[src/rtl/core/fmps_pkg.sv]
package fmps_pkg;

	localparam int LEN_W = 6;
	localparam int CNT_W = 32;
	localparam int CFG_IDX_W = 3;
	localparam int CFG_DATA_W = 64;
	localparam int PAT_BYTES = 32;
	localparam int PAT_IDX_W = 5;

	typedef enum logic [CFG_IDX_W-1:0] {
		REG_PATTERN_LEN = 3'd0,
		REG_NOCASE      = 3'd1,
		REG_PAT_0_7     = 3'd2,
		REG_PAT_8_15    = 3'd3,
		REG_PAT_16_23   = 3'd4,
		REG_PAT_24_31   = 3'd5
	} cfg_reg_t;

	// Settings the compare stage needs besides the aligned pattern bytes.
	typedef struct packed {
		logic [LEN_W-1:0] len;
		logic             len_ok;
		logic             nocase;
	} match_cfg_t;

	function automatic logic [7:0] fold(input logic [7:0] c, input logic nocase);
		if (nocase && c >= 8'h41 && c <= 8'h5A) begin
			return c + 8'h20;
		end
		return c;
	endfunction

endpackage

[src/rtl/core/fmps_ifs.sv]
interface fmps_byte_if;
	import fmps_pkg::*;
	logic       valid;
	logic       ready;
	logic [7:0] data_byte;
	logic       first_byte;
	logic       last_byte;
	modport source (output valid, data_byte, first_byte, last_byte, input ready);
	modport sink (input valid, data_byte, first_byte, last_byte, output ready);
endinterface

interface fmps_res_if;
	import fmps_pkg::*;
	logic             valid;
	logic             ready;
	logic             found;
	logic [CNT_W-1:0] match_offset;
	modport source (output valid, found, match_offset, input ready);
	modport sink (input valid, found, match_offset, output ready);
endinterface

interface fmps_cfg_if;
	import fmps_pkg::*;
	logic                  valid;
	logic                  ready;
	logic [CFG_IDX_W-1:0]  index;
	logic [CFG_DATA_W-1:0] data;
	modport source (output valid, index, data, input ready);
	modport sink (input valid, index, data, output ready);
endinterface

[src/rtl/core/fmps_cfg.sv]
module fmps_cfg import fmps_pkg::*; #(
	parameter int MAX_PATTERN = 32
) (
	input  logic             clk,
	input  logic             arst_n,
	fmps_cfg_if.sink         cfg,
	output match_cfg_t       mcfg,
	output logic [7:0]       pat_al_q [MAX_PATTERN],
	output logic             pat_en_q [MAX_PATTERN]
);

	logic [LEN_W-1:0]          len_q;
	logic                      nocase_q;
	logic [PAT_BYTES*8-1:0]    pat_q;
	logic                      len_ok_q;

	assign cfg.ready = 1'b1;

	always_ff @(posedge clk or negedge arst_n) begin
		if (!arst_n) begin
			len_q    <= '0;
			nocase_q <= 1'b0;
			pat_q    <= '0;
		end else if (cfg.valid) begin
			case (cfg.index)
				REG_PATTERN_LEN: len_q <= cfg.data[LEN_W-1:0];
				REG_NOCASE:      nocase_q <= cfg.data[0];
				REG_PAT_0_7:     pat_q[0*CFG_DATA_W +: CFG_DATA_W] <= cfg.data;
				REG_PAT_8_15:    pat_q[1*CFG_DATA_W +: CFG_DATA_W] <= cfg.data;
				REG_PAT_16_23:   pat_q[2*CFG_DATA_W +: CFG_DATA_W] <= cfg.data;
				REG_PAT_24_31:   pat_q[3*CFG_DATA_W +: CFG_DATA_W] <= cfg.data;
				default: ;
			endcase
		end
	end

	// The pattern is stored reversed against the window, so that window slot j
	// always meets aligned byte j. The aligned copy is rebuilt in a register after each
	// write, before any item that follows the write reaches the compare.
	logic [7:0] al_d [MAX_PATTERN];
	logic       en_d [MAX_PATTERN];

	always_comb begin
		logic [LEN_W-1:0] idx;
		for (int j = 0; j < MAX_PATTERN; j++) begin
			idx = len_q - LEN_W'(1) - LEN_W'(j);
			en_d[j] = (LEN_W'(j) < len_q);
			if (en_d[j] && idx < LEN_W'(PAT_BYTES)) begin
				al_d[j] = fold(pat_q[idx[PAT_IDX_W-1:0]*8 +: 8], nocase_q);
			end else begin
				al_d[j] = fold(8'h00, nocase_q);
			end
		end
	end

	always_ff @(posedge clk or negedge arst_n) begin
		if (!arst_n) begin
			len_ok_q <= 1'b0;
			for (int j = 0; j < MAX_PATTERN; j++) begin
				pat_en_q[j] <= 1'b0;
			end
		end else begin
			len_ok_q <= (len_q != '0) && (7'(len_q) <= 7'(MAX_PATTERN));
			for (int j = 0; j < MAX_PATTERN; j++) begin
				pat_en_q[j] <= en_d[j];
			end
		end
	end

	always_ff @(posedge clk) begin
		for (int j = 0; j < MAX_PATTERN; j++) begin
			pat_al_q[j] <= al_d[j];
		end
	end

	assign mcfg.len    = len_q;
	assign mcfg.len_ok = len_ok_q;
	assign mcfg.nocase = nocase_q;

endmodule

[src/rtl/core/fmps_core.sv]
module fmps_core import fmps_pkg::*; #(
	parameter int MAX_PATTERN = 32
) (
	input  logic        clk,
	input  logic        arst_n,
	fmps_byte_if.sink   stream,
	fmps_res_if.source  result,
	input  match_cfg_t  mcfg,
	input  logic [7:0]  pat_al_q [MAX_PATTERN],
	input  logic        pat_en_q [MAX_PATTERN]
);

	logic             valid_s1;
	logic [7:0]       data_s1;
	logic             first_s1;
	logic             last_s1;

	logic [7:0]       win_q [MAX_PATTERN];
	logic [CNT_W-1:0] count_q;
	logic             reported_q;

	logic             out_valid_q;
	logic             found_q;
	logic [CNT_W-1:0] offset_q;

	logic             advance;
	logic [7:0]       win_d [MAX_PATTERN];
	logic [CNT_W-1:0] count_d;
	logic             rep_cur;
	logic             hit;
	logic             emit;

	assign advance      = valid_s1 && (!out_valid_q || result.ready);
	assign stream.ready = !valid_s1 || advance;

	always_ff @(posedge clk or negedge arst_n) begin
		if (!arst_n) begin
			valid_s1 <= 1'b0;
		end else if (stream.ready) begin
			valid_s1 <= stream.valid;
		end
	end

	always_ff @(posedge clk) begin
		if (stream.valid && stream.ready) begin
			data_s1  <= stream.data_byte;
			first_s1 <= stream.first_byte;
			last_s1  <= stream.last_byte;
		end
	end

	// Slot 0 holds the newest byte.
	always_comb begin
		win_d[0] = data_s1;
		for (int j = 1; j < MAX_PATTERN; j++) begin
			win_d[j] = win_q[j-1];
		end
	end

	always_comb begin
		if (first_s1) begin
			count_d = CNT_W'(1);
		end else if (count_q == '1) begin
			count_d = count_q;
		end else begin
			count_d = count_q + CNT_W'(1);
		end
	end

	always_comb begin
		hit = mcfg.len_ok && (count_d >= CNT_W'(mcfg.len));
		for (int j = 0; j < MAX_PATTERN; j++) begin
			if (pat_en_q[j] && fold(win_d[j], mcfg.nocase) != pat_al_q[j]) begin
				hit = 1'b0;
			end
		end
	end

	assign rep_cur = reported_q && !first_s1;
	assign emit    = !rep_cur && (hit || last_s1);

	always_ff @(posedge clk) begin
		if (advance) begin
			for (int j = 0; j < MAX_PATTERN; j++) begin
				win_q[j] <= win_d[j];
			end
		end
		if (advance && emit) begin
			found_q  <= hit;
			offset_q <= hit ? count_d - CNT_W'(mcfg.len) : '0;
		end
	end

	always_ff @(posedge clk or negedge arst_n) begin
		if (!arst_n) begin
			count_q     <= '0;
			reported_q  <= 1'b0;
			out_valid_q <= 1'b0;
		end else begin
			if (result.valid && result.ready) begin
				out_valid_q <= 1'b0;
			end
			if (advance) begin
				count_q    <= count_d;
				reported_q <= rep_cur || hit || last_s1;
				if (emit) begin
					out_valid_q <= 1'b1;
				end
			end
		end
	end

	assign result.valid        = out_valid_q;
	assign result.found        = found_q;
	assign result.match_offset = offset_q;

endmodule

[src/rtl/core/first_match_pattern_search.sv]
// A byte is registered on entry and its result, if any, is registered as the
// byte leaves that input register.
// Throughput: one byte per cycle; the window compare of all pattern slots is
// combinational. Input stalls only while a result waits to be taken.
// Reset (arst_n low) clears configuration, byte count and result state at once.
module first_match_pattern_search import fmps_pkg::*; #(
	parameter int MAX_PATTERN = 32
) (
	input  logic        clk,
	input  logic        arst_n,
	fmps_cfg_if.sink    cfg,
	fmps_byte_if.sink   stream,
	fmps_res_if.source  result
);

	match_cfg_t mcfg;
	logic [7:0] pat_al_q [MAX_PATTERN];
	logic       pat_en_q [MAX_PATTERN];

	fmps_cfg #(
		.MAX_PATTERN(MAX_PATTERN)
	) u_cfg (
		.clk      (clk),
		.arst_n   (arst_n),
		.cfg      (cfg),
		.mcfg     (mcfg),
		.pat_al_q (pat_al_q),
		.pat_en_q (pat_en_q)
	);

	fmps_core #(
		.MAX_PATTERN(MAX_PATTERN)
	) u_core (
		.clk      (clk),
		.arst_n   (arst_n),
		.stream   (stream),
		.result   (result),
		.mcfg     (mcfg),
		.pat_al_q (pat_al_q),
		.pat_en_q (pat_en_q)
	);

	// A miss result never carries an offset.
	a_miss_offset_zero: assert property (@(posedge clk) disable iff (!arst_n)
		result.valid && !result.found |-> result.match_offset == '0)
		else $error("miss result with nonzero offset");

	// The input only stalls behind a result that is held back.
	a_stall_cause: assert property (@(posedge clk) disable iff (!arst_n)
		!stream.ready |-> result.valid && !result.ready)
		else $error("input stalled without output back-pressure");

	// A disabled pattern can never report a hit.
	a_no_hit_disabled: assert property (@(posedge clk) disable iff (!arst_n)
		$rose(result.valid) && !$past(mcfg.len_ok) |-> !result.found)
		else $error("hit reported with pattern disabled");

endmodule
[src/flat_wrapper.sv]
// flat-port wrapper written by rule: the top's interface ports become plain ports
module first_match_pattern_search_flat import fmps_pkg::*;
#(
	parameter int MAX_PATTERN = 32
)
  (clk, arst_n, cfg_valid, cfg_index, cfg_data, cfg_ready, stream_valid, stream_data_byte, stream_first_byte, stream_last_byte, stream_ready, result_valid, result_found, result_match_offset, result_ready);
  fmps_cfg_if cfg_i ();
  fmps_byte_if stream_i ();
  fmps_res_if result_i ();
  input  logic clk;
  input  logic arst_n;
  input wire logic [$bits(cfg_i.valid)-1:0] cfg_valid;
  input wire logic [$bits(cfg_i.index)-1:0] cfg_index;
  input wire logic [$bits(cfg_i.data)-1:0] cfg_data;
  output wire logic [$bits(cfg_i.ready)-1:0] cfg_ready;
  input wire logic [$bits(stream_i.valid)-1:0] stream_valid;
  input wire logic [$bits(stream_i.data_byte)-1:0] stream_data_byte;
  input wire logic [$bits(stream_i.first_byte)-1:0] stream_first_byte;
  input wire logic [$bits(stream_i.last_byte)-1:0] stream_last_byte;
  output wire logic [$bits(stream_i.ready)-1:0] stream_ready;
  output wire logic [$bits(result_i.valid)-1:0] result_valid;
  output wire logic [$bits(result_i.found)-1:0] result_found;
  output wire logic [$bits(result_i.match_offset)-1:0] result_match_offset;
  input wire logic [$bits(result_i.ready)-1:0] result_ready;
  assign cfg_i.valid = cfg_valid;
  assign cfg_i.index = cfg_index;
  assign cfg_i.data = cfg_data;
  assign cfg_ready = cfg_i.ready;
  assign stream_i.valid = stream_valid;
  assign stream_i.data_byte = stream_data_byte;
  assign stream_i.first_byte = stream_first_byte;
  assign stream_i.last_byte = stream_last_byte;
  assign stream_ready = stream_i.ready;
  assign result_valid = result_i.valid;
  assign result_found = result_i.found;
  assign result_match_offset = result_i.match_offset;
  assign result_i.ready = result_ready;
  first_match_pattern_search #(.MAX_PATTERN(MAX_PATTERN)) u_core (.clk(clk), .arst_n(arst_n), .cfg(cfg_i), .stream(stream_i), .result(result_i));
endmodule
[config.mk]
export PLATFORM = sky130hd
export DESIGN_NAME = first_match_pattern_search_flat
export DESIGN_NICKNAME = d
export VERILOG_FILES = /design/src/rtl/core/fmps_pkg.sv /design/src/rtl/core/fmps_ifs.sv /design/src/rtl/core/fmps_cfg.sv /design/src/rtl/core/fmps_core.sv /design/src/rtl/core/first_match_pattern_search.sv /design/src/flat_wrapper.sv
export SDC_FILE = /design/constraint.sdc
export NUM_CORES = 2
export LEC_CHECK = 0
export BUFFER_PORTS_ARGS = -buffer_cell sky130_fd_sc_hd__buf_2
export CELL_PAD_IN_SITES_DETAIL_PLACEMENT = 1
export CELL_PAD_IN_SITES_GLOBAL_PLACEMENT = 1
export CORE_MARGIN = 3
export CORE_UTILIZATION = 50
export DETAILED_ROUTE_END_ITERATION = 10
export GPL_TIMING_DRIVEN = 1
export PLACE_DENSITY_LB_ADDON = 0.1
export SETUP_SLACK_MARGIN = 0.2
export SYNTH_ARGS = -nofsm -noshare
export SYNTH_HDL_FRONTEND = slang
export SYNTH_SLANG_ARGS = --single-unit
[constraint.sdc]
create_clock -name clk -period 24.1 [get_ports clk]
set_clock_uncertainty 0.1 [all_clocks]
set_input_delay 4.82 -clock clk [delete_from_list [all_inputs] [get_ports clk]]
set_output_delay 4.82 -clock clk [all_outputs]
set_load 0.005 [all_outputs]
==> summary.txt <==
status: complete, no violations
maximum number of pins on one net before global-route repair: 133
fill cell instance count of the final layout: 10.9k
area growth from synthesis to layout: 9.80%
vias in the first global route: 39.7k
Synth Cell Area: 53500 um^2
most numerous cell types in the synthesized netlist: mux2i_1 (528), nand2_1 (441), mux2_2 (371)
first-pass GRT wire length: 285 mm
unrepaired setup endpoints after global routing: no
number of synthesized register bits: 878
Tightest Pin Transition: 1270 ps
Final setup viols: 0
detailed-route via count: 40.7k
min-delay worst type: register to register
WL/cell: 31.8 um
number of hold violations in the final report: 0
HPWL reported at the end of detailed placement: 155 mm
total global-route track usage: 0.352
dominant register cell in the synthesized netlist: dfrtp_1
Worst setup SP type: primary input
achievable clock frequency: 0.0984 GHz
die span in y: 333 um
Die ar.: 111000 um^2
cell family with the largest share of critical-path delay: buffers and inverters
CTS H-tree lvls: 3
buffers from clock root to sink, at most: 3
maximum net fanout on the critical path: 3
area occupied by registers: 22200 um^2
I/O pin count: 118
Clock Tree Root: clkbuf_16
hold buffers post-CTS: 0
number of distinct library cells after synthesis: 96
slowest cell on the critical path: nand3b_1
Max Used Layer: met5
initial antenna violation count: 10
Met2 Wirelength: 84.2 mm
TritonCTS clock tree: built
crit-path cells: buf_2 -> nand3b_1 -> buf_2
Mapped Avg Cell Area: 11.4 um^2
initial DRC count: 4103
Worst EP required: 19180 ps
core outline area: 106000 um^2
area of combinational cells with multiple inputs: 30000 um^2
std cell rows: 119
clock-pin slew reported for the worst setup and hold paths after clock tree synthesis: 60 ps
CP Data Arrival Time: 5240 ps
largest incremental delay on the critical path: 170 ps
count of input and output buffers: 116
Yosys warning count: 0
insertion delay of the later-clocked pin in the worst-skew pair: 730 ps
aggregate routed wire length: 197 mm
final critical path time including I/O delays and setup: 10160 ps
largest area contributor in the synthesized netlist: edfxtp_1
register area share after synthesis: 0.414
number of pins with negative max-slew slack in the final report: 0
met3 routed WL: 16.5 mm
final antenna-violating net count: 0
die outline width: 333 um
wire length on met1: 84.1 mm
most repeated library cell on the critical path: buf_2
main area contributors after synthesis: edfxtp_1 (16%), dfrtp_1 (15%), mux4_2 (12%)
Total Negative Setup Slacks: 0 ps
kind of end point of the critical path: primary output
class of the most critical setup path: primary input to primary output
number of buffers inserted to repair setup after CTS: 0
headroom to the max-slew limit: 0.126
fraction of synthesized cell area taken by the top area cell type: 0.163
Post-layout nets: 4912
Post-Syn Nets: 4846
count of unresolved DRC violations after routing: 0
number of flops mapped to enable cells by yosys: 291
combined buffer and inverter count along the critical path: 2
DRT Pass-1 Iters: 5
gate count of the mapped netlist: 4672
cell with the most instances after synthesis: mux2i_1
routability congestion estimate from global placement: 1.12
MaxCap Viol Count: 0
number of buffers created by CTS: 96
via density per instance: 6.54
starting utilization of the core area: 0.506
post-cts resize count: 0
layout cells sized above 1: 0.223
CTS sink count: 878
gr ovfl total: 0
async set-reset flop share out of synthesis: 0.377
share of the clock period used by the worst path after layout: 0.422
==> cells in the final DEF (no fill, tap or decap), types with 20 or more instances in the layout <==
cell type  count
nor4_1        36
nand3_1       92
clkinv_2      20
nor2b_1       40
dfrtp_1      328
nor3_1       106
clkbuf_1      27
nand2_1      440
o211a_1       21
buf_2        115
buf_4         69
mux2i_1      528
o21a_1        20
dfxtp_1      256
mux2_2       371
xor2_1       117
mux4_2       280
inv_1        124
nand4_1       51
ha_1          88
edfxtp_1     291
o21ai_0      113
and3_1        26
a21oi_1      122
nor2_1       366
o31ai_1       39
xnor2_1      212
clkbuf_16     98
o22ai_1       26
==> final timing paths <==
path | start | endpoint | slack (ps) | depth (start not counted)
worst max-delay path | result_ready | stream_ready | 13940 | 3
worst min-delay path | u_core.u_core.win_q[0][7] | u_core.u_core.win_q[0][15] | 380 | 0
worst max register to register | u_core.u_cfg.len_q[0] | u_core.u_cfg.pat_al_q[230] | 16770 | 13
worst min register to register | u_core.u_core.win_q[0][7] | u_core.u_core.win_q[0][15] | 380 | 0
max in group asynchronous | arst_n | u_core.u_cfg.pat_q[240] | 17120 | 4
min in group asynchronous | arst_n | u_core.u_cfg.pat_en_q[17] | 3970 | 1
==> per-stage QoR <==
stage	worst slack (ps)	hold slack, ps	cells	cell area [um^2]	utilization
after floorplan	11300	252	4672	53500	-
after global placement	13920	376	6031	55600	0.526
after detailed placement	13930	382	6031	55600	0.526
after CTS	13930	372	6211	58700	0.555
after global routing	13890	390	6211	58700	0.555
final	13940	380	6215	58700	0.555
==> area by class of cell <==
class                           instances  area share
Antenna cell                            4    0.000171
Clock buffer                          140      0.0470
Clock inverter                         40     0.00618
Inverter                              134     0.00870
Multi-Input combinational cell       3442       0.512
Sequential cell                       878       0.377
Tap cell                             1391      0.0297
Timing Repair Buffer                  186      0.0192
==> cell families after synthesis <==
group                      after synthesis  share of synthesized area
DFF                                    878                      0.414
adders and majority gates               92                     0.0217
and+or+nand+nor                       1274                      0.110
xor gates and xnor gates               353                     0.0606
AOI/OAI and AO/OA                      533                     0.0680
other                                    1                  0.0000702
buffers and inverters                  352                     0.0280
muxes                                 1189                      0.297
==> routing by layer <==
metal | up-vias | global-route usage
li1 | 17548 | -
met1 | 21049 | 0.494
met2 | 1692 | 0.517
met3 | 364 | 0.0717
met4 | 4 | 0.183
met5 | - | 0
==> flip-flops by register name, indices dropped and copies added, names as in the netlist, 6 cells and up <==
| name | flops |
|---|---|
| u_core.u_cfg.len_q | 6 |
| u_core.u_cfg.pat_al_q | 256 |
| u_core.u_cfg.pat_en_q | 32 |
| u_core.u_cfg.pat_q | 256 |
| u_core.u_core.count_q | 32 |
| u_core.u_core.data_s1 | 8 |
| u_core.u_core.result.match_offset | 32 |
| u_core.u_core.win_q | 248 |
Power is left out: the tool's default activity adds up to more than one toggle a clock period on the data nets, which glitch-free logic cannot reach.
